==> src/rtl/spnt_pkg.sv <==
`timescale 1ns / 1ps
// Shared types, constants and the note boundary table for the spectrum peak
// note tracker. No dependencies.
package spnt_pkg;

  localparam int FFT_SIZE  = 4096;
  localparam int HALF_BINS = FFT_SIZE / 2;
  localparam int LOG2_FFT  = $clog2(FFT_SIZE);
  localparam int CNT_W     = $clog2(HALF_BINS + 1);
  localparam int IDX_W     = $clog2(HALF_BINS);

  localparam int MAG_W  = 32;
  localparam int THR_W  = 25;
  localparam int SR_W   = 18;
  localparam int SF_W   = 8;
  localparam int CFG_W  = 25;
  localparam int NOTE_W = 7;
  localparam int FQ_W   = 25;

  localparam int DEN_MIN  = 1678;
  localparam int DEN_W    = MAG_W + 3;
  localparam int DVS_W    = MAG_W + 2;
  localparam int DVD_W    = MAG_W + 16;
  localparam int SD_W     = DVD_W + 2;
  localparam int REF_W    = 39;
  localparam int LO_W     = 20;
  localparam int PROD_W   = REF_W + SR_W;
  localparam int FQ_SHIFT = LOG2_FFT + 8;
  localparam int RUN_MAX  = 255;

  localparam int NOTE_FIRST = 23;
  localparam int NB         = 74;
  localparam int NB_W       = $clog2(NB);
  localparam int BND_W      = 20;

  typedef enum logic [1:0] {
    CFG_THRESHOLD   = 2'd0,
    CFG_SAMPLE_RATE = 2'd1,
    CFG_STABLE      = 2'd2,
    CFG_UNUSED      = 2'd3
  } cfg_idx_t;

  typedef enum logic [2:0] {
    F_IDLE, F_SQ_RE, F_SQ_IM, F_SUM, F_SQRT, F_TRACK, F_PUSH
  } front_state_t;

  typedef enum logic [2:0] {
    B_IDLE, B_DIV, B_REF, B_MUL_LO, B_MUL_HI, B_SUM, B_NOTE, B_DONE
  } back_state_t;

  typedef struct packed {
    logic [MAG_W-1:0] peak;
    logic [MAG_W-1:0] left;
    logic [MAG_W-1:0] right;
    logic [IDX_W-1:0] index;
    logic             interior;
  } job_t;

  typedef logic [BND_W-1:0] bnd_arr_t [NB];

  // Q.8 upper boundary of notes 23..96, from the top octave in Q.16 rounded up
  function automatic bnd_arr_t make_bounds();
    bnd_arr_t b;
    logic [31:0] top [12];
    int o;
    int k;
    longint unsigned t;
    top = '{32'd74790916, 32'd79238215, 32'd83949965, 32'd88941889,
            32'd94230649, 32'd99833895, 32'd105770327, 32'd112059758,
            32'd118723178, 32'd125782826, 32'd133262262, 32'd141186449};
    for (int n = 0; n < NB; n++) begin
      o = n + NOTE_FIRST - 85;
      k = 0;
      while (o < 0) begin
        o = o + 12;
        k = k + 1;
      end
      t = (64'(top[o]) + (64'd1 << (8 + k)) - 64'd1) >> (8 + k);
      b[n] = t[BND_W-1:0];
    end
    return b;
  endfunction

  localparam bnd_arr_t BOUNDS = make_bounds();

endpackage

==> src/rtl/spnt_back.sv <==
`timescale 1ns / 1ps
// Back end: parabolic correction by serial division, hertz conversion,
// note search, stability tracking and the output register. Uses spnt_pkg.
module spnt_back import spnt_pkg::*; (
  input  logic             clk,
  input  logic             rst_n,
  input  job_t             job,
  input  logic             job_valid,
  output logic             job_ready,
  input  logic [THR_W-1:0] thr,
  input  logic [SR_W-1:0]  sample_rate,
  input  logic [SF_W-1:0]  stable_frames,
  output logic             out_tvalid,
  input  logic             out_tready,
  output logic [63:0]      out_tdata,
  output logic             out_tuser
);

  back_state_t        state_r, state_nxt;
  job_t               job_r;
  logic               neg_r;
  logic [DVD_W-1:0]   dvd_r;
  logic [DVS_W-1:0]   dvs_r, rem_r;
  logic [5:0]         step_r;
  logic [REF_W-1:0]   ref_r;
  logic [37:0]        plo_r;
  logic [36:0]        phi_r;
  logic [FQ_W-1:0]    fq_r;
  logic [NB_W-1:0]    j_r;
  logic [NOTE_W-1:0]  note_r;

  logic [NOTE_W-1:0]  held_r;
  logic [SF_W-1:0]    run_r;
  logic               have_r;

  logic               ov_r, nv_r;
  logic [NOTE_W-1:0]  onote_r;
  logic [FQ_W-1:0]    ofq_r;
  logic [MAG_W-1:0]   omag_r;

  logic signed [DEN_W-1:0] den;
  logic signed [MAG_W:0]   num;
  logic [DVS_W-1:0]        den_abs;
  logic [MAG_W:0]          num_abs;
  logic                    above, use_corr;
  logic [DVS_W:0]          rem_sh;
  logic signed [SD_W-1:0]  sd, refined;
  logic [PROD_W-1:0]       prod;
  logic                    less;
  logic                    out_free;
  logic [SF_W-1:0]         run_new;

  assign den = $signed({3'b0, job.left}) - $signed({2'b0, job.peak, 1'b0})
             + $signed({3'b0, job.right});
  assign num = $signed({1'b0, job.left}) - $signed({1'b0, job.right});
  assign den_abs  = den[DEN_W-1] ? DVS_W'(-den) : DVS_W'(den);
  assign num_abs  = num[MAG_W] ? (MAG_W+1)'(-num) : (MAG_W+1)'(num);
  assign above    = job.peak > MAG_W'(thr);
  assign use_corr = job.interior && den_abs >= DVS_W'(DEN_MIN);

  assign rem_sh  = {rem_r, dvd_r[DVD_W-1]};
  assign sd      = neg_r ? -$signed({2'b0, dvd_r}) : $signed({2'b0, dvd_r});
  assign refined = $signed(SD_W'({job_r.index, 16'b0})) + sd;
  assign prod    = (PROD_W'(phi_r) << LO_W) + PROD_W'(plo_r);
  assign less    = fq_r < FQ_W'(BOUNDS[j_r]);
  assign out_free = !ov_r || out_tready;
  assign run_new  = (have_r && held_r == note_r)
                  ? ((run_r < SF_W'(RUN_MAX)) ? run_r + SF_W'(1) : run_r) : SF_W'(1);

  assign job_ready  = (state_r == B_IDLE);
  assign out_tvalid = ov_r;
  // note_number [6:0], frequency_q8 [31:7], peak_magnitude [63:32]
  assign out_tdata  = {omag_r, ofq_r, onote_r};
  assign out_tuser  = nv_r;

  always_comb begin
    state_nxt = state_r;
    unique case (state_r)
      B_IDLE: begin
        if (job_valid) begin
          if (!above) state_nxt = B_NOTE;
          else if (use_corr) state_nxt = B_DIV;
          else state_nxt = B_REF;
        end
      end
      B_DIV:    if (step_r == 6'(DVD_W - 1)) state_nxt = B_REF;
      B_REF:    state_nxt = B_MUL_LO;
      B_MUL_LO: state_nxt = B_MUL_HI;
      B_MUL_HI: state_nxt = B_SUM;
      B_SUM:    state_nxt = B_NOTE;
      B_NOTE:   if (less || j_r == NB_W'(NB - 1)) state_nxt = B_DONE;
      B_DONE:   if (out_free) state_nxt = B_IDLE;
      default:  state_nxt = B_IDLE;
    endcase
  end

  always_ff @(posedge clk) begin
    unique case (state_r)
      B_IDLE: begin
        job_r  <= job;
        neg_r  <= num[MAG_W] ^ den[DEN_W-1];
        dvd_r  <= use_corr ? {num_abs, 15'b0} : '0;
        dvs_r  <= den_abs;
        rem_r  <= '0;
        step_r <= '0;
        fq_r   <= '0;
        j_r    <= '0;
      end
      B_DIV: begin
        if (rem_sh >= {1'b0, dvs_r}) begin
          rem_r <= DVS_W'(rem_sh - {1'b0, dvs_r});
          dvd_r <= {dvd_r[DVD_W-2:0], 1'b1};
        end else begin
          rem_r <= rem_sh[DVS_W-1:0];
          dvd_r <= {dvd_r[DVD_W-2:0], 1'b0};
        end
        step_r <= step_r + 6'd1;
      end
      B_REF: begin
        ref_r <= (!refined[SD_W-1] && refined != '0) ? refined[REF_W-1:0] : '0;
      end
      B_MUL_LO: plo_r <= ref_r[LO_W-1:0] * sample_rate;
      B_MUL_HI: phi_r <= ref_r[REF_W-1:LO_W] * sample_rate;
      B_SUM: begin
        fq_r <= (|prod[PROD_W-1:FQ_SHIFT+FQ_W]) ? '1 : prod[FQ_SHIFT+FQ_W-1:FQ_SHIFT];
      end
      B_NOTE: begin
        if (less) note_r <= (j_r == '0) ? '0 : NOTE_W'(j_r) + NOTE_W'(NOTE_FIRST);
        else if (j_r == NB_W'(NB - 1)) note_r <= '0;
        else j_r <= j_r + NB_W'(1);
      end
      B_DONE: begin
        if (out_free) begin
          onote_r <= (note_r != '0 && run_new >= stable_frames) ? note_r : '0;
          ofq_r   <= fq_r;
          omag_r  <= job_r.peak;
        end
      end
      default: ;
    endcase
  end

  always_ff @(posedge clk) begin
    if (!rst_n) begin
      state_r <= B_IDLE;
      held_r  <= '0;
      run_r   <= '0;
      have_r  <= 1'b0;
      ov_r    <= 1'b0;
      nv_r    <= 1'b0;
    end else begin
      state_r <= state_nxt;
      if (state_r == B_DONE && out_free) begin
        ov_r <= 1'b1;
        if (note_r != '0) begin
          held_r <= note_r;
          run_r  <= run_new;
          have_r <= 1'b1;
          nv_r   <= run_new >= stable_frames;
        end else begin
          held_r <= '0;
          run_r  <= '0;
          have_r <= 1'b0;
          nv_r   <= 1'b0;
        end
      end else if (ov_r && out_tready) begin
        ov_r <= 1'b0;
      end
    end
  end

endmodule

==> config.mk <==
export PLATFORM = sky130hd
export DESIGN_NAME = spnt_back
export DESIGN_NICKNAME = d
export VERILOG_FILES = /design/src/rtl/spnt_pkg.sv /design/src/rtl/spnt_back.sv
export SDC_FILE = /design/constraint.sdc
export NUM_CORES = 2
export LEC_CHECK = 0
export ABC_AREA = 1
export BUFFER_PORTS_ARGS = -buffer_cell sky130_fd_sc_hd__buf_2
export CAP_MARGIN = 10
export CELL_PAD_IN_SITES_DETAIL_PLACEMENT = 0
export CELL_PAD_IN_SITES_GLOBAL_PLACEMENT = 1
export CORE_UTILIZATION = 43
export DETAILED_ROUTE_END_ITERATION = 10
export PLACE_DENSITY_LB_ADDON = 0.1
export SETUP_SLACK_MARGIN = 0.2
export SLEW_MARGIN = 20
export SYNTH_ARGS = -nofsm -noshare
export SYNTH_HDL_FRONTEND = slang
export SYNTH_SLANG_ARGS = --single-unit
==> constraint.sdc <==
create_clock -name clk -period 11.16 [get_ports clk]
set_clock_uncertainty 0.05 [all_clocks]
set_input_delay 0 -clock clk [delete_from_list [all_inputs] [get_ports clk]]
set_output_delay 0 -clock clk [all_outputs]
set_load 0.02 [all_outputs]
# ---- After elaboration in Yosys (flattened, before gate mapping)
# Memory sizes are Yosys's and may differ from the RTL's.
# Cells that the tools add are included.
dict set report totals {
  reg_bits 404
  rom_bits 2560
  input_bits 163
  out_inout_bits 67
  wordCells 121
  mem_count 1
}
dict set report classes {
  addsub 13
  multipliers 2
  n_lt_le_gt_ge 7
  n_eq_ne 16
  muxes 34
  bitwise 2
  reduce_logical 24
}
# name words width read_ports rd_ports_with_merged_regs write_ports line
set memory_table {}
lappend memory_table {{(name not given)} 128 20 1 0 0 spnt_back.sv:65} ;# assign less = fq_r < FQ_W'(BOUNDS[j_r]);
# operator n
set ops {}
lappend ops {{case mux 48 bit (2 select lines)} 1}
lappend ops {{two-way mux 34 bit} 2}
lappend ops {{case mux 34 bit (2 select lines)} 1}
lappend ops {{adder 57 x 38 -> 57 bit} 1}
lappend ops {{adder 28 x 50 -> 50 bit} 1}
lappend ops {{two-way mux 50 bit} 1}
lappend ops {{negator 48 -> 50 bit} 1}
lappend ops {{case mux 25 bit (2 select lines)} 1}
lappend ops {{nonzero test 50 bit} 1}
lappend ops {{two-way mux 48 bit} 1}
lappend ops {{two-way mux 7 bit} 6}
lappend ops {{two-way mux 20 bit} 2}
lappend ops {{multiplier 20 x 18 -> 38 bit} 1}
lappend ops {{multiplier 19 x 18 -> 37 bit} 1}
lappend ops {{adder 34 x 33 -> 35 bit} 1}
lappend ops {{greater-or-equal comparator 35 x 34 -> 1 bit} 1}
lappend ops {{greater-or-equal comparator 34 x 11 -> 1 bit, second input constant} 1}
lappend ops {{negator 34 bit} 1}
lappend ops {{subtractor 32 x 33 -> 34 bit} 1}
lappend ops {{subtractor 34 bit} 1}
lappend ops {{two-way mux 33 bit} 1}
lappend ops {{negator 33 bit} 1}
lappend ops {{subtractor 32 x 32 -> 33 bit} 1}
lappend ops {{greater-than comparator 32 x 25 -> 1 bit} 1}
lappend ops {{other kinds (36)} 67}

# ---- Logic depth before layout (Yosys ltp)
dict set report logic_depth {
  depth_word 10
  ltp_mapped 43
  depth_no_buf 42
}

# ---- Worst setup path before layout
# No wires, ideal clock.
dict set report synth_path {
  path_kind {flip-flop to flip-flop}
  startpoint {register state_r[2]}
  endpoint {register fq_r[0] (enable)}
  setup_ns 0.442
  t_arrival_ns 9.686
  required_ns 10.668
  path_slack_ns 0.982
  stages_incl_launch_ff 6
  n_path_buf 0
  synth_period_minus_slack_ns 10.178
  cell_sequence {dfxtp_1 > nor2_1 > inv_1 > nor2_1 > inv_1 > o21ai_0}
}
dict set report synth_via {
  elab_chain_cells 2
  elab_cells_between_ends 3
  cone_classes {eq/ne (1); reduce/logical (2)}
}
# element line
set synth_rtl {}
lappend synth_rtl {{start: declaration} spnt_back.sv:19} ;# back_state_t state_r, state_nxt;
lappend synth_rtl {{start signal: assignment} spnt_back.sv:152} ;# state_r <= state_nxt;
lappend synth_rtl {{logical NOT 3 bit} --}
lappend synth_rtl {{via job_ready} spnt_back.sv:9} ;# output logic job_ready,
lappend synth_rtl {{nonzero test 2 bit (no line)} --}
lappend synth_rtl {{end signal: assignment} spnt_back.sv:125} ;# fq_r <= (|prod[PROD_W-1:FQ_SHIFT+FQ_W]) ? '1 : prod[FQ_SHIFT+FQ_W-1:FQ_SHIFT];
lappend synth_rtl {{end: declaration} spnt_back.sv:28} ;# logic [FQ_W-1:0] fq_r;
# The timed path passes the listed nets, and every way through them passes these cells.
# A chain may end at the register's enable or synchronous reset.

# ---- Final worst setup path
dict set report layout_path {
  startpoint {register ref_r[21]}
  endpoint {register phi_r[33], data pin}
}
dict set report layout_via {
  elab_chain_cells 1
}
# element line
set layout_rtl {}
lappend layout_rtl {{start: declaration} spnt_back.sv:25} ;# logic [REF_W-1:0] ref_r;
lappend layout_rtl {{start signal: assignment} spnt_back.sv:120} ;# ref_r <= (!refined[SD_W-1] && refined != '0) ? refined[REF_W-1:0] : '0;
lappend layout_rtl {{multiplier 19 x 18 -> 37 bit} spnt_back.sv:123} ;# B_MUL_HI: phi_r <= ref_r[REF_W-1:LO_W] * sample_rate;
lappend layout_rtl {{end signal: assignment} spnt_back.sv:123}
lappend layout_rtl {{end: declaration} spnt_back.sv:27} ;# logic [36:0] phi_r;
# No other way between the ends.

==> flow_summary.json <==
{
  "nNetsFinal": 8317,
  "rsz0062_at_grt": "no",
  "cts-htree-levels": 2,
  "hold_violations": 0,
  "ys_types": 65,
  "dr_wl_met3_mm": 6.11,
  "final_max_slew_viol_count": 0,
  "drive_gt1_share_pct": 6.16,
  "fin_tns_setup_ns": 0,
  "cts.sinks": 384,
  "hold_path.class": "input port to flip-flop",
  "crit_slowest_cell": "edfxtp_1",
  "slew_headroom_pct": 23.1,
  "die_h_um": 353,
  "fillers": 12500,
  "die-area_mm2": 0.125,
  "port_buffers": 229,
  "grt_first_pass_wirelength_mm": 254,
  "syn_inst": 6974,
  "wl_per_cell_um": 18.3,
  "yosysWarnings": 0,
  "grt_max_degree": 57,
  "worst-setup-path-type": "flip-flop to flip-flop",
  "finalHoldWorstSlack_ns": 0.0649,
  "dr.max_layer_used": "met5",
  "cp-start-kind": "flip-flop",
  "status": "completed",
  "clk_pin_slew_ns": 0.06,
  "crit_fanout": 18,
  "max_freq_ghz": 0.132,
  "cts_made_buffers": 51,
  "root_buffer": "clkbuf_16",
  "synthFlopType": "edfxtp_1",
  "crit_chain": "nand2_1 > fa_1 > inv_1 > fa_1 > ha_1 > fa_1 > inv_1 > fa_1 > fa_1 > inv_1 > ha_1 > a21oi_1 > a21boi_0 > o21ai_0 > a21boi_0 > o21ai_0 > a21boi_0 > o21bai_1 > a31oi_1 > o21ai_0 > a21boi_0 > o21bai_1 > xor2_1",
  "rrSetupSlack_ns": 3.58,
  "worstSkewPairLatency_ns": 0.67,
  "reg2reg_depth": 23,
  "overflow": 0,
  "firstDrtPassIters": 6,
  "antenna_found_initial": 9,
  "post-dp-hpwl_mm": 133,
  "initial_core_util_pct": 43.4,
  "antenna_left": 0,
  "drt-met1-wl_mm": 73.7,
  "routed_wl_mm": 162,
  "gp_congestion": 0.957,
  "wl_met2_mm": 76.4,
  "core_mm2": 0.122,
  "die_x_um": 353,
  "final.period_utilization_pct": 68.0,
  "r2r-end": "phi_r[33]$_DFFE_PP_",
  "holdPathStages": 2,
  "crit_arrival_ns": 7.91,
  "drt_iter0_markers": 2578,
  "via_per_inst": 5.05,
  "synthArstFlopShare_pct": 0,
  "cts_tree": "done",
  "cp-end-kind": "flip-flop",
  "min-delay-start": "job[90]",
  "synth_nets": 8148,
  "clockBufferDepth": 3,
  "reg2reg_from": "ref_r[21]$_SDFFCE_PN0P_",
  "max_stage_delay_ns": 0.78,
  "cpMostUsedCell": "fa_1",
  "grt_pass1_vias": 45500,
  "cap_viol_max_count": 0,
  "min_period_ns": 7.58,
  "placementRows": 128,
  "holdPathEnd": "job_r[90]$_DFFE_PP_",
  "setup_viol": 0,
  "synth_enable_flop_cells": 363,
  "num_vias": 44500,
  "ys_ff_latch": 384,
  "ys_seq_area_share_pct": 21.4,
  "worstPathRequired_ns": 11.48,
  "drc": 0,
  "area_delta_synth_final_pct": 9.46,
  "tightest_slew_ns": 1.15,
  "io_pins": 230,
  "grtUsageTotal_pct": 26.0,
  "avgSynthCellArea_um2": 7.60,
  "syn-cell-area_mm2": 0.0530
}
Yosys cell counts, types with 9 or more instances:
library cell | number | share of area [%]
nand2_2 | 11 | 0.13
o211ai_1 | 14 | 0.20
and2_1 | 9 | 0.11
o21ai_1 | 12 | 0.11
xor2_1 | 192 | 3.2
ha_1 | 447 | 11
clkbuf_1 | 173 | 1.2
a21boi_0 | 10 | 0.14
inv_1 | 1486 | 11
nand2_1 | 1790 | 13
o21a_1 | 15 | 0.21
nor4_1 | 22 | 0.26
nor2_1 | 513 | 3.6
nand3b_1 | 13 | 0.18
dfxtp_1 | 21 | 0.79
buf_1 | 27 | 0.19
o21ai_2 | 17 | 0.28
nor2_2 | 24 | 0.28
nand3_1 | 238 | 2.2
edfxtp_1 | 363 | 21
a21oi_1 | 364 | 3.4
nand4_1 | 80 | 0.94
inv_2 | 11 | 0.078
a21o_1 | 9 | 0.13
a31oi_1 | 21 | 0.25
nor3_1 | 70 | 0.66
xnor2_1 | 85 | 1.4
fa_1 | 564 | 21
o21ai_0 | 248 | 2.3
or2_2 | 10 | 0.12
o21bai_1 | 13 | 0.18
critical path: cells and delay by family, from the launching register on:
family	cells	cell delay [ns]
adder cells (fa/ha/maj)	7	3.17
AND/OR/NAND/NOR	1	0.17
AO/OA/AOI/OAI	11	2.85
buffers and inverters	3	0.14
XOR/XNOR	1	0.16
flip-flops	1	0.78
cells in the final DEF (no fill, tap or decap), drive strengths merged, types with 7 or more instances in the layout:
cell         Yosys  final
edfxtp         363    363
o211ai          14     14
a21o             9      9
xor2           196    196
a21boi          11     11
nor4            22     22
dfxtp           21     21
clkbuf         173     59
and2             9      9
clkinv           3     23
o21a            15     15
o31ai            7      7
o21ai          277    277
nand2         1802   1802
o221ai           8      8
o21bai          13     13
nor3            72     72
nor2           542    542
fa             564    564
bufinv           0      7
inv           1497   1500
nand3          242    242
a21oi          367    367
xnor2           85     85
dlygate4sd3      0     69
nand4           81     81
a31oi           21     21
nand3b          13     13
ha             447    447
or2             12     12
buf             45    265
registers in the layout (all words and copies together) (netlist names), 3 cells and up:
register / flops
dvd_r: 48
dvs_r: 34
fq_r: 25
held_r: 7
j_r: 7
job_r: 43
note_r: 7
ofq_r: 25
omag_r: 32
onote_r: 7
phi_r: 37
plo_r: 18
ref_r: 39
rem_r: 34
run_r: 8
state_r: 3
step_r: 6
kinds of logic after synthesis:
kind of cell	count (synthesis)	share of synthesized area (%)
compound gates	776	8.12
xor+xnor	281	4.70
flops	384	21.4
simple gates	2804	21.7
fa+ha+maj	1011	31.9
buf+inv	1718	12.3
cell type report:
class | instances | area (um^2) | share of cell area, %
multi-input cells | 4872 | 35200 | 60.7
flip-flops and latches | 384 | 11300 | 19.5
repair buffers | 334 | 2110 | 3.63
well taps | 1625 | 2030 | 3.50
diodes | 2 | 5.00 | 0.00863
inverters | 1500 | 5630 | 9.71
clock buffers | 59 | 1310 | 2.25
clock inverters | 32 | 407 | 0.701
per-layer routing:
layer  vias up  GRT usage, %
li1      22000             -
met1     21400          35.0
met2       854          44.0
met3       203          2.81
met4         6          7.93
met5         -             0
metrics by stage:
stage	utilization [%]	instance area [um^2]	std cells	setup WS [ns]
after global placement	45.6	55600	8646	3.60
after detailed placement	45.6	55600	8646	3.59
after CTS	47.5	58000	8806	3.57
after global routing	47.5	58000	8806	3.07
final	47.5	58000	8808	3.58
after floorplan	-	53000	6974	0.982
worst max path at each step:
stage                                        from                     to  slack (ns)
after floorplan           state_r[2]$_SDFFE_PN0P_  fq_r[0]$_SDFFCE_PN0P_        0.98
after global placement             sample_rate[8]    phi_r[35]$_DFFE_PP_        3.60
after detailed placement  ref_r[21]$_SDFFCE_PN0P_    phi_r[35]$_DFFE_PP_        3.59
after CTS                 ref_r[21]$_SDFFCE_PN0P_    phi_r[35]$_DFFE_PP_        3.57
after global routing      ref_r[21]$_SDFFCE_PN0P_    phi_r[33]$_DFFE_PP_        3.07
final                     ref_r[21]$_SDFFCE_PN0P_    phi_r[33]$_DFFE_PP_        3.58
what timing repair did:
item                                   in CTS  in global routing
setup buffers                               0                  0
hold buffers                               69                  0
resized for setup                           0                  0
endpoints found under the hold margin      72                  0
Power is not shown: default switching activity piles up to over one toggle a cycle in this logic, so the estimate is an artifact.
