$ cat src/rtl/spnt_pkg.sv
`timescale 1ns / 1ps
// Shared types, constants and the note boundary table for the spectrum peak
// note tracker. No dependencies.
package spnt_pkg;

  localparam int FFT_SIZE  = 4096;
  localparam int HALF_BINS = FFT_SIZE / 2;
  localparam int LOG2_FFT  = $clog2(FFT_SIZE);
  localparam int CNT_W     = $clog2(HALF_BINS + 1);
  localparam int IDX_W     = $clog2(HALF_BINS);

  localparam int MAG_W  = 32;
  localparam int THR_W  = 25;
  localparam int SR_W   = 18;
  localparam int SF_W   = 8;
  localparam int CFG_W  = 25;
  localparam int NOTE_W = 7;
  localparam int FQ_W   = 25;

  localparam int DEN_MIN  = 1678;
  localparam int DEN_W    = MAG_W + 3;
  localparam int DVS_W    = MAG_W + 2;
  localparam int DVD_W    = MAG_W + 16;
  localparam int SD_W     = DVD_W + 2;
  localparam int REF_W    = 39;
  localparam int LO_W     = 20;
  localparam int PROD_W   = REF_W + SR_W;
  localparam int FQ_SHIFT = LOG2_FFT + 8;
  localparam int RUN_MAX  = 255;

  localparam int NOTE_FIRST = 23;
  localparam int NB         = 74;
  localparam int NB_W       = $clog2(NB);
  localparam int BND_W      = 20;

  typedef enum logic [1:0] {
    CFG_THRESHOLD   = 2'd0,
    CFG_SAMPLE_RATE = 2'd1,
    CFG_STABLE      = 2'd2,
    CFG_UNUSED      = 2'd3
  } cfg_idx_t;

  typedef enum logic [2:0] {
    F_IDLE, F_SQ_RE, F_SQ_IM, F_SUM, F_SQRT, F_TRACK, F_PUSH
  } front_state_t;

  typedef enum logic [2:0] {
    B_IDLE, B_DIV, B_REF, B_MUL_LO, B_MUL_HI, B_SUM, B_NOTE, B_DONE
  } back_state_t;

  typedef struct packed {
    logic [MAG_W-1:0] peak;
    logic [MAG_W-1:0] left;
    logic [MAG_W-1:0] right;
    logic [IDX_W-1:0] index;
    logic             interior;
  } job_t;

  typedef logic [BND_W-1:0] bnd_arr_t [NB];

  // Q.8 upper boundary of notes 23..96, from the top octave in Q.16 rounded up
  function automatic bnd_arr_t make_bounds();
    bnd_arr_t b;
    logic [31:0] top [12];
    int o;
    int k;
    longint unsigned t;
    top = '{32'd74790916, 32'd79238215, 32'd83949965, 32'd88941889,
            32'd94230649, 32'd99833895, 32'd105770327, 32'd112059758,
            32'd118723178, 32'd125782826, 32'd133262262, 32'd141186449};
    for (int n = 0; n < NB; n++) begin
      o = n + NOTE_FIRST - 85;
      k = 0;
      while (o < 0) begin
        o = o + 12;
        k = k + 1;
      end
      t = (64'(top[o]) + (64'd1 << (8 + k)) - 64'd1) >> (8 + k);
      b[n] = t[BND_W-1:0];
    end
    return b;
  endfunction

  localparam bnd_arr_t BOUNDS = make_bounds();

endpackage

$ cat src/rtl/spnt_queue.sv
`timescale 1ns / 1ps
// Two-entry request queue between front and back ends.
// Depends on spnt_pkg.
module spnt_queue import spnt_pkg::*; (
  input  logic clk,
  input  logic rst_n,
  input  job_t push_job,
  input  logic push_valid,
  output logic push_ready,
  output job_t pop_job,
  output logic pop_valid,
  input  logic pop_ready
);

  job_t       mem_r [2];
  logic       wp_r, rp_r;
  logic [1:0] cnt_r;
  logic       do_push, do_pop;

  assign push_ready = (cnt_r != 2'd2);
  assign pop_valid  = (cnt_r != 2'd0);
  assign pop_job    = mem_r[rp_r];
  assign do_push    = push_valid && push_ready;
  assign do_pop     = pop_valid && pop_ready;

  always_ff @(posedge clk) begin
    if (do_push) mem_r[wp_r] <= push_job;
  end

  always_ff @(posedge clk) begin
    if (!rst_n) begin
      wp_r  <= 1'b0;
      rp_r  <= 1'b0;
      cnt_r <= 2'd0;
    end else begin
      if (do_push) wp_r <= ~wp_r;
      if (do_pop) rp_r <= ~rp_r;
      cnt_r <= cnt_r + {1'b0, do_push} - {1'b0, do_pop};
    end
  end

endmodule

$ cat config.mk
export PLATFORM = sky130hd
export DESIGN_NAME = spnt_queue
export DESIGN_NICKNAME = d
export VERILOG_FILES = /design/src/rtl/spnt_pkg.sv /design/src/rtl/spnt_queue.sv
export SDC_FILE = /design/constraint.sdc
export NUM_CORES = 1
export LEC_CHECK = 0
export ABC_AREA = 1
export BUFFER_PORTS_ARGS = -buffer_cell sky130_fd_sc_hd__clkbuf_2
export CAP_MARGIN = 40
export CORE_ASPECT_RATIO = 0.8
export CORE_MARGIN = 2
export CORE_UTILIZATION = 30
export CTS_CLUSTER_DIAMETER = 120
export DETAILED_ROUTE_END_ITERATION = 16
export SYNTH_ARGS = -nofsm -noshare
export SYNTH_HDL_FRONTEND = slang
export SYNTH_SLANG_ARGS = --single-unit
$ cat constraint.sdc
create_clock -name clk -period 9.5 [get_ports clk]
set_input_delay 2.375 -clock clk [delete_from_list [all_inputs] [get_ports clk]]
set_output_delay 2.375 -clock clk [all_outputs]
set_load 0.005 [all_outputs]
# [Word level (Yosys, flattened, before mapping)]
# Memories as Yosys holds them, arrays and structs flattened. A register that Yosys moved wholly into a read port is not among the register bits.
# Index checks and enable logic that the tools add are counted.
[totals] reg_bits=4 ram_bits=216 input_bits=112 word_cells=16 memories=1
[classes] n_addsub=2 eq_ne=1 n_mux=4 bitwise_logic=2 n_reduce_logical=3
[memory_table] name="mem_r" words=2 width=108 rd=1 rd_ports_with_merged_regs=1 write_ports=1 line_no="spnt_queue.sv:15" text="job_t mem_r [2];"
[ops] operator="two-way mux 1 bit" count=4
[ops] operator="adder 2 x 1 -> 2 bit" count=1
[ops] operator="logical AND 1 bit" count=2
[ops] operator="inequality test 2 bit (second input constant)" count=1
[ops] operator="inverter 1 bit" count=2
[ops] operator="nonzero test 2 bit" count=1
[ops] operator="subtractor 2 x 1 -> 2 bit" count=1

# [Longest topological paths before layout]
# Gate-level depths: netlist (run 1).
[logic_depth] ltp_word=4 mapped_depth=11 depth_no_buf=11

# [Least setup slack after synthesis (run 1)]
# No wires, ideal clock.
[synth_timing] kind="in2reg" startpoint="input port push_valid" endpoint="memory mem_r[0][0] in the netlist's numbering (enable)" setup_time_ns=0.576 arrival_time_ns=6.937 setup_slack_ns=1.987 stages=2 path_buffers=0 path_cell_list="nand2_1 nor2_1"
[synth_via] elab_chain_len=3
[synth_rtl] element="start, declared" line_no="spnt_queue.sv:8" text="input logic push_valid,"
[synth_rtl] element="logical AND 1 bit" line_no="spnt_queue.sv:23" text="assign do_push = push_valid && push_ready;"
[synth_rtl] element="two-way mux 1 bit" line_no="spnt_queue.sv:27" text="if (do_push) mem_r[wp_r] <= push_job;"
[synth_rtl] element="two-way mux 1 bit (implied by the code)" line_no="spnt_queue.sv:27"
[synth_rtl] element="end, declared" line_no="spnt_queue.sv:15"
# Every way passes these cells.

==> key figures, run 1 <==
Worst setup path
  • Max FO, Critical Path: 47
  • Slowest stage delay, CP: 750 ps
  • Slowest-stage cell, CP: dfxtp_4
  • Crit Path Category: reg -> out
  • CP bufs+invs: 3
  • Reg-to-reg endpoint: mem_r[1][53]$_DFFE_PP_
  • Endpoint type of the worst setup path: output port
  • RR Startpoint: cnt_r[0]$_SDFF_PN0_
  • Worst-path cell chain: buf_4, buf_12, mux2_2, clkbuf_2
  • Startpoint types: flop
  • R2R setup slack: 7070 ps
  • Worst EP required: 7130 ps
  • R2R depth: 5
  • Arrival time at the worst endpoint: 2610 ps
  • Top delay family on crit path: buffers and inverters

Finish
  • Seq. cell area: 0.00659 sq mm
  • Most common cell after layout, fill and taps aside: clkbuf_2
  • Area delta synth->final: 27.4%
  • Fillcell total: 2,449
  • Fin cells: 983
  • Share of layout cells above drive strength 1: 58.2%
  • Multi-input logic area: 0.00141 sq mm
  • Nets@finish: 725
  • Most frequent cells in the layout: 221 x clkbuf_2, 216 x edfxtp_1, 88 x mux2_2, 23 x clkbuf_16, 20 x mux2_4

Pwr
  • Pwr Density: 258 mW/mm^2
  • Internal Power: 2.01 mW
  • Power, Total: 2.66 mW
  • Power share of the clock group: 31.2%
  • Seq pwr share: 48.5%
  • Switching share of power: 24.6%
  • Max VDD drop: 0.000136 V
  • Comb pwr share: 20.4%
  • Sw power: 655 uW
  • LEAKAGE: 3.90 nW

Hold path
  • Hold Path Cell Cnt: 2
  • Worst Hold End: rp_r$_SDFFE_PN0P_
  • HP Start: rp_r$_SDFFE_PN0P_
  • Class of the worst hold path: reg -> reg

Floorplanning
  • Io pins: 222
  • Die X: 188 um
  • Initial Utilization: 30.7%
  • Core Box Area: 0.0264 sq mm
  • Die Height: 151 um
  • Row Count: 53
  • Die area: 0.0283 sq mm

Clock tree
  • CTS resizes: 0
  • Postcts setup bufs: 0
  • H-tree lvl count: 1
  • CTS tree: done
  • # hold bufs at CTS: 0
  • CTS buffer count: 23
  • Clock transition at path regs: 60 ps
  • Clock buffer depth: 3
  • # clock sinks: 221
  • Worst skew pair latency: 490 ps
  • Clk root buf: clkbuf_16

STA
  • Post-layout min period: 4990 ps
  • Worst slew pin tran: 857 ps
  • Relative slew slack: 42.9%
  • F_max: 200 MHz
  • Finish-stage setup viols: 0
  • Slew Limit Fails: 0
  • Hold Vio Cnt, Final: 0
  • RSZ-0062 raised after global routing: false
  • Final worst-path cycle share: 52.5%
  • Setup Skew: 5.58 ps
  • Setup TNS: 0 ps

Yosys
  • Post-synthesis cell area: 0.00810 sq mm
  • Register area share after synthesis: 81.3%
  • Top cell type's share of synthesized area: 80.0%
  • Top cell type by total area after synthesis: edfxtp_1
  • Top cells by area, synth: edfxtp_1 80%, mux2_2 12%, mux2_4 3.7%
  • Yosys cell types: 12
  • Synth Instances: 372
  • Syn. warnings: 0
  • Total nets after synthesis: 486
  • FF+latch count, synth: 221
  • Synthesized area per cell: 21.8 sq um

Outcome
  • Outcome: complete, no violations

Detailed routing
  • Routed via count: 4,186
  • Drt wl/cell: 16.3 um
  • Drt initial violations: 229
  • WL final: 16,100 um
  • Initial DRT Pass Iterations: 4
  • Routed Antenna Nets: 0
  • DRC: 0
  • Routed vias/inst: 4.26

Place
  • Hpwl dp: 11,100 um
  • # placed instances: 943
  • IO Port Bufs: 221
  • Final GP Congestion: 0.747

Global route
  • Global-route wire length before repair: 24,300 um
  • Largest net degree at the start of global routing: 63
  • GR Overflow Total: 0
  • Number of global-route vias before repair: 4,478
  • Initial antenna violation count: 2
  • Overall routing resource usage: 10.9%

Run
  • Maxcap violations: 0
final cells by class:
| class | count | share of cell area (%) |
|---|---|---|
| sequential | 221 | 63.8 |
| multi-input combinational | 132 | 13.7 |
| timing repair buffer | 226 | 11.2 |
| clock buffer | 29 | 5.79 |
| tap | 357 | 4.33 |
| clock inverter | 9 | 0.848 |
| inverter | 7 | 0.279 |
| antenna | 2 | 0.0485 |
cells by family (layout without fill, tap and decap cells):
family / count (synthesis) / count (layout) / share of synthesized area [%]
AOI/OAI and AO/OA: 2 / 2 / 0.124
adders and majority gates: 2 / 2 / 0.309
other: 0 / 2 / 0
buffers and inverters: 19 / 271 / 1.37
DFF: 221 / 221 / 81.3
muxes: 108 / 108 / 15.9
and+or+nand+nor: 20 / 20 / 0.973
flip-flops by register name, summed over array words and instances (netlist names), named ones only:
register / flops
wp_r: 1
cnt_r: 2
rp_r: 1
mem_r: 216
routing by layer:
metal / wire length, um / up-vias / global-route usage [%]
met2: 7670 / 147 / 18.3
met3: 1350 / 25 / 4.03
li1: - / 1941 / -
met1: 6660 / 2073 / 13.5
met4: 381 / 0 / 2.87
met5: 0 / - / 0
worst min-delay path, delay by kind of cell, from the launching register on:
kind             cells  cell delay (ps)
DFF                  1              330
and+or+nand+nor      2              150
power groups by stage:
stage | clock network [mW] | logic (mW) | registers, mW
after floorplan | 0 | 0.339 | 1.29
after global placement | 0 | 0.536 | 1.30
after detailed placement | 0 | 0.552 | 1.31
after CTS | 0.862 | 0.556 | 1.29
after global routing | 0.899 | 0.596 | 1.30
final | 0.829 | 0.542 | 1.29
metrics by stage:
stage,utilization [%],area [sq um],hold slack [ps],setup slack (ps)
2_1_floorplan,-,8100,467,1990
3_3_place_gp,36.4,9610,495,4930
3_5_place_dp,36.5,9630,493,4950
4_1_cts,39.1,10300,511,4400
5_1_grt,39.1,10300,575,4300
6_report,39.1,10300,511,4510
cells in the mapped netlist:
cell / n
mux2_4: 20
buf_6: 4
edfxtp_1: 216
nor2_1: 8
nand2_1: 9
mux2_2: 88
a21oi_1: 2
inv_1: 7
nand3_1: 3
dfxtp_1: 5
buf_2: 8
ha_1: 2
worst max path at each step:
| stage | end | cells past startpoint |
|---|---|---|
| floorplan | mem_r[0][0]$_DFFE_PP_ | 2 |
| global placement | pop_job[67] | 3 |
| detailed placement | pop_job[54] | 4 |
| CTS | pop_job[54] | 4 |
| global route | pop_job[47] | 4 |
| finish | pop_job[54] | 4 |
Power figures use the tool's default switching activity.
==> inputs of run 2 (changes only) <==
--- a/config.mk
+++ b/config.mk
@@ -5,7 +5,7 @@
 export SDC_FILE = /design/constraint.sdc
 export NUM_CORES = 1
 export LEC_CHECK = 0
-export ABC_AREA = 1
+export ABC_AREA = 0
 export BUFFER_PORTS_ARGS = -buffer_cell sky130_fd_sc_hd__clkbuf_2
 export CAP_MARGIN = 40
 export CORE_ASPECT_RATIO = 0.8
==> constraint.sdc (replaced) <==
create_clock -name clk -period 4.1 [get_ports clk]
set_input_delay 1.025 -clock clk [delete_from_list [all_inputs] [get_ports clk]]
set_output_delay 1.025 -clock clk [all_outputs]
set_load 0.005 [all_outputs]
==> run 2 against run 1 <==
Effect of this change:
- routed wire length down 2.7%
- first-iteration DRC count down 18%
- synthesized cell count down 3.2%
- critical path type unchanged
- critical endpoint is now pop_job[19]
- largest power group unchanged
==> key figures, run 2 <==
Floorplanning
  • Io pins: 222 (unchanged)
  • Row Count: 53 (unchanged)
  • Die Height: 151 um (about the same)
  • Die area: 0.0283 sq mm (about the same)
  • Initial Utilization: 30.7% (about the same)
  • Core Box Area: 0.0264 sq mm (unchanged)
  • Die X: 188 um (about the same)

Yosys
  • Total nets after synthesis: 474 (-2.5%)
  • Yosys cell types: 18 (+6)
  • Count leader, synth: edfxtp_1
  • Commonest cells post-synth: 216 x edfxtp_1, 88 x mux2_2, 20 x mux2_4, 8 x buf_2, 5 x dfxtp_1
  • Synth Area in XOR/XNOR: 0.325% (+0.32 points)
  • Top cells by area, synth: edfxtp_1 80%, mux2_2 12%, mux2_4 3.7%
  • Synth async-reset ratio: 0% (unchanged)
  • Post-synth EDFFs: 216 (unchanged)
  • Synthesized area per cell: 22.5 sq um (+3.3%)
  • Post-Synth Adder-Cell Area: 0.309% (about the same)
  • Syn. warnings: 0 (unchanged)
  • Largest family of logic cells by synthesized area: multiplexers
  • Register area share after synthesis: 81.3% (about the same)
  • Compound-Gate Fraction of Synth Area: 0.0927% (-0.031 points)
  • Top cell type by total area after synthesis: edfxtp_1
  • Synth Instances: 360 (-3.2%)
  • FF+latch count, synth: 221 (unchanged)
  • Synth Area in Simple Gates: 0.757% (-0.22 points)
  • Mux share of post-synthesis cell area: 16.1% (+0.14 points)
  • Top_reg_cell synth: edfxtp_1
  • Post-synthesis cell area: 0.00810 sq mm (about the same)
  • Top cell type's share of synthesized area: 80.1% (about the same)

Worst setup path
  • CP bufs+invs: 2 (-1)
  • Top delay family on crit path: flip-flops
  • Endpoint type of the worst setup path: output port
  • Slowest-stage cell, CP: dfxtp_4
  • Crit Path Category: reg -> out
  • Slowest stage delay, CP: 610 ps (-140 ps)
  • Max FO, Critical Path: 30 (-36%)
  • Worst EP required: 3070 ps (-4060 ps)
  • Worst-path cell chain: buf_4, mux2_2, clkbuf_2
  • Startpoint types: flop
  • Arrival time at the worst endpoint: 2090 ps (-520 ps)

Global route
  • GR Overflow Total: 0 (unchanged)
  • Global-route wire length before repair: 23,700 um (-2.8%)
  • Initial antenna violation count: 0 (-2)
  • Number of global-route vias before repair: 4,439 (-0.87%)
  • Largest net degree at the start of global routing: 99 (+57%)
  • Overall routing resource usage: 10.6% (-0.30 points)

Detailed routing
  • Routed via count: 4,131 (-1.3%)
  • WL final: 15,600 um (-2.7%)
  • DRC: 0 (unchanged)
  • Routed vias/inst: 4.24 (-0.40%)
  • Routed Antenna Nets: 0 (unchanged)
  • Initial DRT Pass Iterations: 4 (unchanged)
  • Drt wl/cell: 16.1 um (-1.8%)
  • Drt initial violations: 188 (-18%)

Pwr
  • Pwr Density: 605 mW/mm^2 (+130%)
  • Max VDD drop: 0.000302 V (+120%)
  • LEAKAGE: 3.91 nW (+0.17%)

STA
  • Final worst-path cycle share: 76.0%
  • Slew Limit Fails: 0 (unchanged)
  • Hold Vio Cnt, Final: 0 (unchanged)
  • RSZ-0062 raised after global routing: false
  • Post-layout min period: 3110 ps
  • Setup TNS: 0 ps (unchanged)
  • F_max: 321 MHz
  • Hold Slack: 537 ps (+26.2 ps)
  • Relative slew slack: 46.0% (+3.1 points)
  • Finish-stage setup viols: 0 (unchanged)
  • Setup Skew: 13.4 ps (+7.80 ps)
  • Worst slew pin tran: 811 ps (-46.5 ps)

Clock tree
  • H-tree lvl count: 1 (unchanged)
  • CTS tree: done
  • Clock buffer depth: 3 (unchanged)
  • Postcts setup bufs: 0 (unchanged)
  • # clock sinks: 221 (unchanged)
  • Clock transition at path regs: 60 ps (about the same)
  • Clk root buf: clkbuf_16
  • CTS resizes: 0 (unchanged)
  • CTS buffer count: 24 (+4.3%)
  • # hold bufs at CTS: 0 (unchanged)
  • Worst skew pair latency: 510 ps (+20 ps)

Finish
  • Finished Core Util: 39.4% (+0.28 points)
  • Area delta synth->final: 28.4%
  • Largest register FFs: 216 (unchanged)
  • Share of layout cells above drive strength 1: 60.1% (+2.0 points)
  • Largest regs: mem_r (216), cnt_r (2)
  • Seq. cell area: 0.00659 sq mm (unchanged)
  • Fin cells: 974 (-0.92%)
  • Reg with most FFs: mem_r
  • Most frequent cells in the layout: 221 x clkbuf_2, 216 x edfxtp_1, 88 x mux2_2, 25 x clkbuf_16, 20 x mux2_4
  • Fillcell total: 2,481 (+1.3%)
  • Multi-input logic area: 0.00143 sq mm (+1.5%)
  • Nets@finish: 714 (-1.5%)
  • Most common cell after layout, fill and taps aside: clkbuf_2
  • N_diodes: 0 (-2)

Run
  • Maxcap violations: 0 (unchanged)

Place
  • # placed instances: 931 (-1.3%)
  • IO Port Bufs: 221 (unchanged)
  • Hpwl dp: 10,200 um (-7.5%)
  • Final GP Congestion: 0.758 (+1.4%)

Outcome
  • Outcome: complete, no violations

Hold path
  • Class of the worst hold path: reg -> reg
[run 2: cell types whose count changed after synthesis, moves of 3 or more]
| cell | previous run | this run |
|---|---|---|
| nor2_1 | 8 | 1 |
| nand3_1 | 3 | 0 |
| nand2_1 | 9 | 2 |
| inv_1 | 7 | 1 |
| xnor2_1 | 0 | 3 |
[run 2: per-stage QoR]
| stage | setup WS [ps] | instance area, sq um | total power, mW |
|---|---|---|---|
| floorplan | 49.0 | 8100 | 3.77 |
| global placement | 1520 | 9640 | 4.29 |
| detailed placement | 1480 | 9640 | 4.33 |
| CTS | 911 | 10400 | 6.42 |
| global route | 826 | 10400 | 6.60 |
| finish | 985 | 10400 | 6.29 |
[run 2: path summary, 6_finish.rpt]
check	from	endpoint	slack (ps)	depth (start not counted)
max	flop	pop_job[19]	990	3
min	wp_r$_SDFFE_PN0N_	wp_r$_SDFFE_PN0N_	540	2
max reg2reg	cnt_r[0]$_SDFF_PN0_	mem_r[0][29]$_DFFE_PP_	2240	4
min reg2reg	wp_r$_SDFFE_PN0N_	wp_r$_SDFFE_PN0N_	540	2
[run 2: where the power goes]
group	switching [mW]	internal (mW)
registers	0.103	2.84
logic	0.623	0.675
clock network	0.815	1.24
total	1.54	4.75
[run 2: area by class of cell]
| cell class | instances | share of cell area [%] |
|---|---|---|
| multi-input cells | 126 | 13.8 |
| flip-flops and latches | 221 | 63.4 |
| well taps | 357 | 4.30 |
| repair buffers | 226 | 11.2 |
| clock inverters | 11 | 0.999 |
| inverters | 1 | 0.0361 |
| clock buffers | 32 | 6.27 |
[run 2: per-layer routing]
layer	global-route usage, %	wire length (um)	vias to the layer above
met5	0	0	-
met4	3.27	415	0
met3	3.59	1240	26
met2	18.4	7530	157
met1	12.7	6450	2041
li1	-	-	1907
[run 2: cells by family (layout without fill, tap and decap cells)]
group / after synthesis / in the layout
simple gates: 11 / 11
fa+ha+maj: 2 / 2
buf+inv: 13 / 270
flops: 221 / 221
xor+xnor: 3 / 3
mux: 109 / 109
compound gates: 1 / 1
[run 2: tightest hold or removal path, cell delays in order, from the launching register on]
cell and delay, ps:
dfxtp_1 350, nand2_1 80, mux2i_1 60
==> inputs of run 3 (changes only) <==
--- a/config.mk
+++ b/config.mk
@@ -5,7 +5,7 @@
 export SDC_FILE = /design/constraint.sdc
 export NUM_CORES = 1
 export LEC_CHECK = 0
-export ABC_AREA = 0
+export ABC_AREA = 1
 export BUFFER_PORTS_ARGS = -buffer_cell sky130_fd_sc_hd__clkbuf_2
 export CAP_MARGIN = 40
 export CORE_ASPECT_RATIO = 0.8
==> constraint.sdc (replaced) <==
create_clock -name clk -period 2.8 [get_ports clk]
set_input_delay 0.7 -clock clk [delete_from_list [all_inputs] [get_ports clk]]
set_output_delay 0.7 -clock clk [all_outputs]
set_load 0.005 [all_outputs]
==> run 3 against run 2 <==
Effect of this change:
- setup slack worse by 750 ps
- first-iteration DRC count decreased by 2.1%
- sequential share of layout area rose by 0.099 points
- final area decreased by 0.16%
- critical path type unchanged
- clock-buffer cell count shrank 4
- sequential power grew 47%
- cell count up 0.92%
- combinational power rose by 49%
- die area about the same
- critical path depth is the same
- largest power group unchanged
- via count increased by 0.87%
- flip-flop and latch count did not move
==> key figures, run 3 (synthesis gave the netlist of run 1 again) <==
Outcome
  • Outcome: complete, no violations

Finish
  • Fin cells: 983 (+0.92%)
  • Reg with most FFs: mem_r
  • Nets@finish: 725 (+1.5%)
  • Post-Layout Inst Area: 0.0104 sq mm (-0.16%)
  • Largest regs: mem_r (216), cnt_r (2)
  • N_diodes: 0 (unchanged)
  • Most common cell after layout, fill and taps aside: clkbuf_2
  • Area delta synth->final: 28.1%
  • Share of layout cells above drive strength 1: 58.8% (-1.3 points)
  • Finished Core Util: 39.3% (-0.062 points)
  • Largest register FFs: 216 (unchanged)
  • Multi-input logic area: 0.00142 sq mm (-0.96%)
  • Seq. cell area: 0.00659 sq mm (unchanged)
  • Fillcell total: 2,468 (-0.52%)
  • Most frequent cells in the layout: 221 x clkbuf_2, 216 x edfxtp_1, 88 x mux2_2, 23 x clkbuf_16, 20 x mux2_4

Floorplanning
  • Die Height: 151 um (about the same)
  • Io pins: 222 (unchanged)
  • Row Count: 53 (unchanged)
  • Die X: 188 um (about the same)
  • Core Box Area: 0.0264 sq mm (unchanged)
  • Initial Utilization: 30.7% (about the same)
  • Die area: 0.0283 sq mm (about the same)

Pwr
  • Pwr Density: 863 mW/mm^2 (+43%)
  • Comb pwr share: 21.6% (+1.0 points)
  • Seq pwr share: 48.2% (+1.4 points)
  • Power, Total: 8.96 mW (+42%)
  • Internal Power: 6.75 mW (+42%)
  • Switching share of power: 24.6% (+0.16 points)
  • LEAKAGE: 3.91 nW (about the same)
  • Max VDD drop: 0.000437 V (+45%)
  • Sw power: 2.21 mW (+43%)
  • Power share of the clock group: 30.2% (-2.4 points)

Detailed routing
  • Drt initial violations: 184 (-2.1%)
  • Drt wl/cell: 15.8 um (-1.4%)
  • DRC: 0 (unchanged)
  • WL final: 15,600 um (-0.51%)
  • Routed vias/inst: 4.24 (about the same)
  • Routed via count: 4,167 (+0.87%)
  • Routed Antenna Nets: 0 (unchanged)
  • Initial DRT Pass Iterations: 4 (unchanged)

Worst setup path
  • Crit Path Category: reg -> out
  • Endpoint type of the worst setup path: output port
  • Arrival time at the worst endpoint: 1860 ps (-230 ps)
  • Worst EP required: 2100 ps (-970 ps)
  • Max FO, Critical Path: 45 (+50%)
  • Startpoint types: flop

Hold path
  • Class of the worst hold path: in -> reg

Global route
  • GR Overflow Total: 0 (unchanged)
  • Initial antenna violation count: 0 (unchanged)
  • Number of global-route vias before repair: 4,504 (+1.5%)
  • Global-route wire length before repair: 23,700 um (+0.21%)
  • Largest net degree at the start of global routing: 59 (-40%)
  • Overall routing resource usage: 10.6% (about the same)

STA
  • Final worst-path cycle share: 91.4%
  • Setup Skew: 10.0 ps (-3.34 ps)
  • Setup ws final: 239 ps (-746 ps)
  • Hold Vio Cnt, Final: 0 (unchanged)
  • Worst slew pin tran: 347 ps (-464 ps)
  • Slew Limit Fails: 0 (unchanged)
  • Finish-stage setup viols: 0 (unchanged)
  • RSZ-0062 raised after global routing: false
  • Relative slew slack: 76.9% (+31 points)
  • Hold Slack: 391 ps (-146 ps)
  • Setup TNS: 0 ps (unchanged)
  • F_max: 391 MHz
  • Post-layout min period: 2560 ps

Clock tree
  • Clock transition at path regs: 60 ps (about the same)
  • Postcts setup bufs: 0 (unchanged)
  • Worst skew pair latency: 490 ps (-20 ps)
  • Clk root buf: clkbuf_16
  • # clock sinks: 221 (unchanged)
  • CTS buffer count: 22 (-8.3%)
  • CTS resizes: 0 (unchanged)
  • Clock buffer depth: 3 (unchanged)
  • # hold bufs at CTS: 0 (unchanged)
  • H-tree lvl count: 1 (unchanged)
  • CTS tree: done

Run
  • Maxcap violations: 0 (unchanged)

Place
  • Hpwl dp: 10,800 um (+5.8%)
  • Dpl ws: 750 ps (-730 ps)
  • Placed inst area: 0.00971 sq mm (+0.73%)
  • Final GP Congestion: 0.726 (-4.3%)
  • # placed instances: 944 (+1.4%)
  • IO Port Bufs: 221 (unchanged)
==> run 3: area by class of cell <==
type,instances,share of cell area [%]
Clock inverter,11,0.723
Tap cell,357,4.30
Inverter,7,0.289
Multi-Input combinational cell,132,13.7
Sequential cell,221,63.5
Timing Repair Buffer,227,11.8
Clock buffer,28,5.72
==> run 3: worst paths after layout <==
kind,startpoint,end,slack [ps],cells past startpoint
setup reg to reg,cnt_r[0]$_SDFF_PN0_,mem_r[1][15]$_DFFE_PP_,1080,5
hold reg to reg,rp_r$_SDFFE_PN0P_,rp_r$_SDFFE_PN0P_,520,2
setup / recovery,flop,pop_job[1],240,3
hold / removal,push_job[40],mem_r[1][40]$_DFFE_PP_,390,1
==> run 3: critical path: stages (launching register included) <==
cell	delay, ps
dfxtp_4	490
buf_12	300
mux2_2	390
clkbuf_2	110
==> run 3: layer usage <==
metal / track usage [%] / vias up / wire (um)
met5: 0 / - / 0
met4: 3.43 / 0 / 398
met3: 3.66 / 27 / 1220
met2: 17.9 / 150 / 7520
met1: 13.0 / 2053 / 6410
li1: - / 1937 / -
==> run 3: power by group through the flow <==
| stage | Clock, mW | Combinational (mW) | Sequential [mW] |
|---|---|---|---|
| after floorplan | 0 | 1.16 | 4.35 |
| after global placement | 0 | 1.94 | 4.36 |
| after detailed placement | 0 | 1.98 | 4.39 |
| after CTS | 2.82 | 1.99 | 4.33 |
| after global routing | 2.95 | 2.11 | 4.36 |
| final | 2.71 | 1.94 | 4.32 |
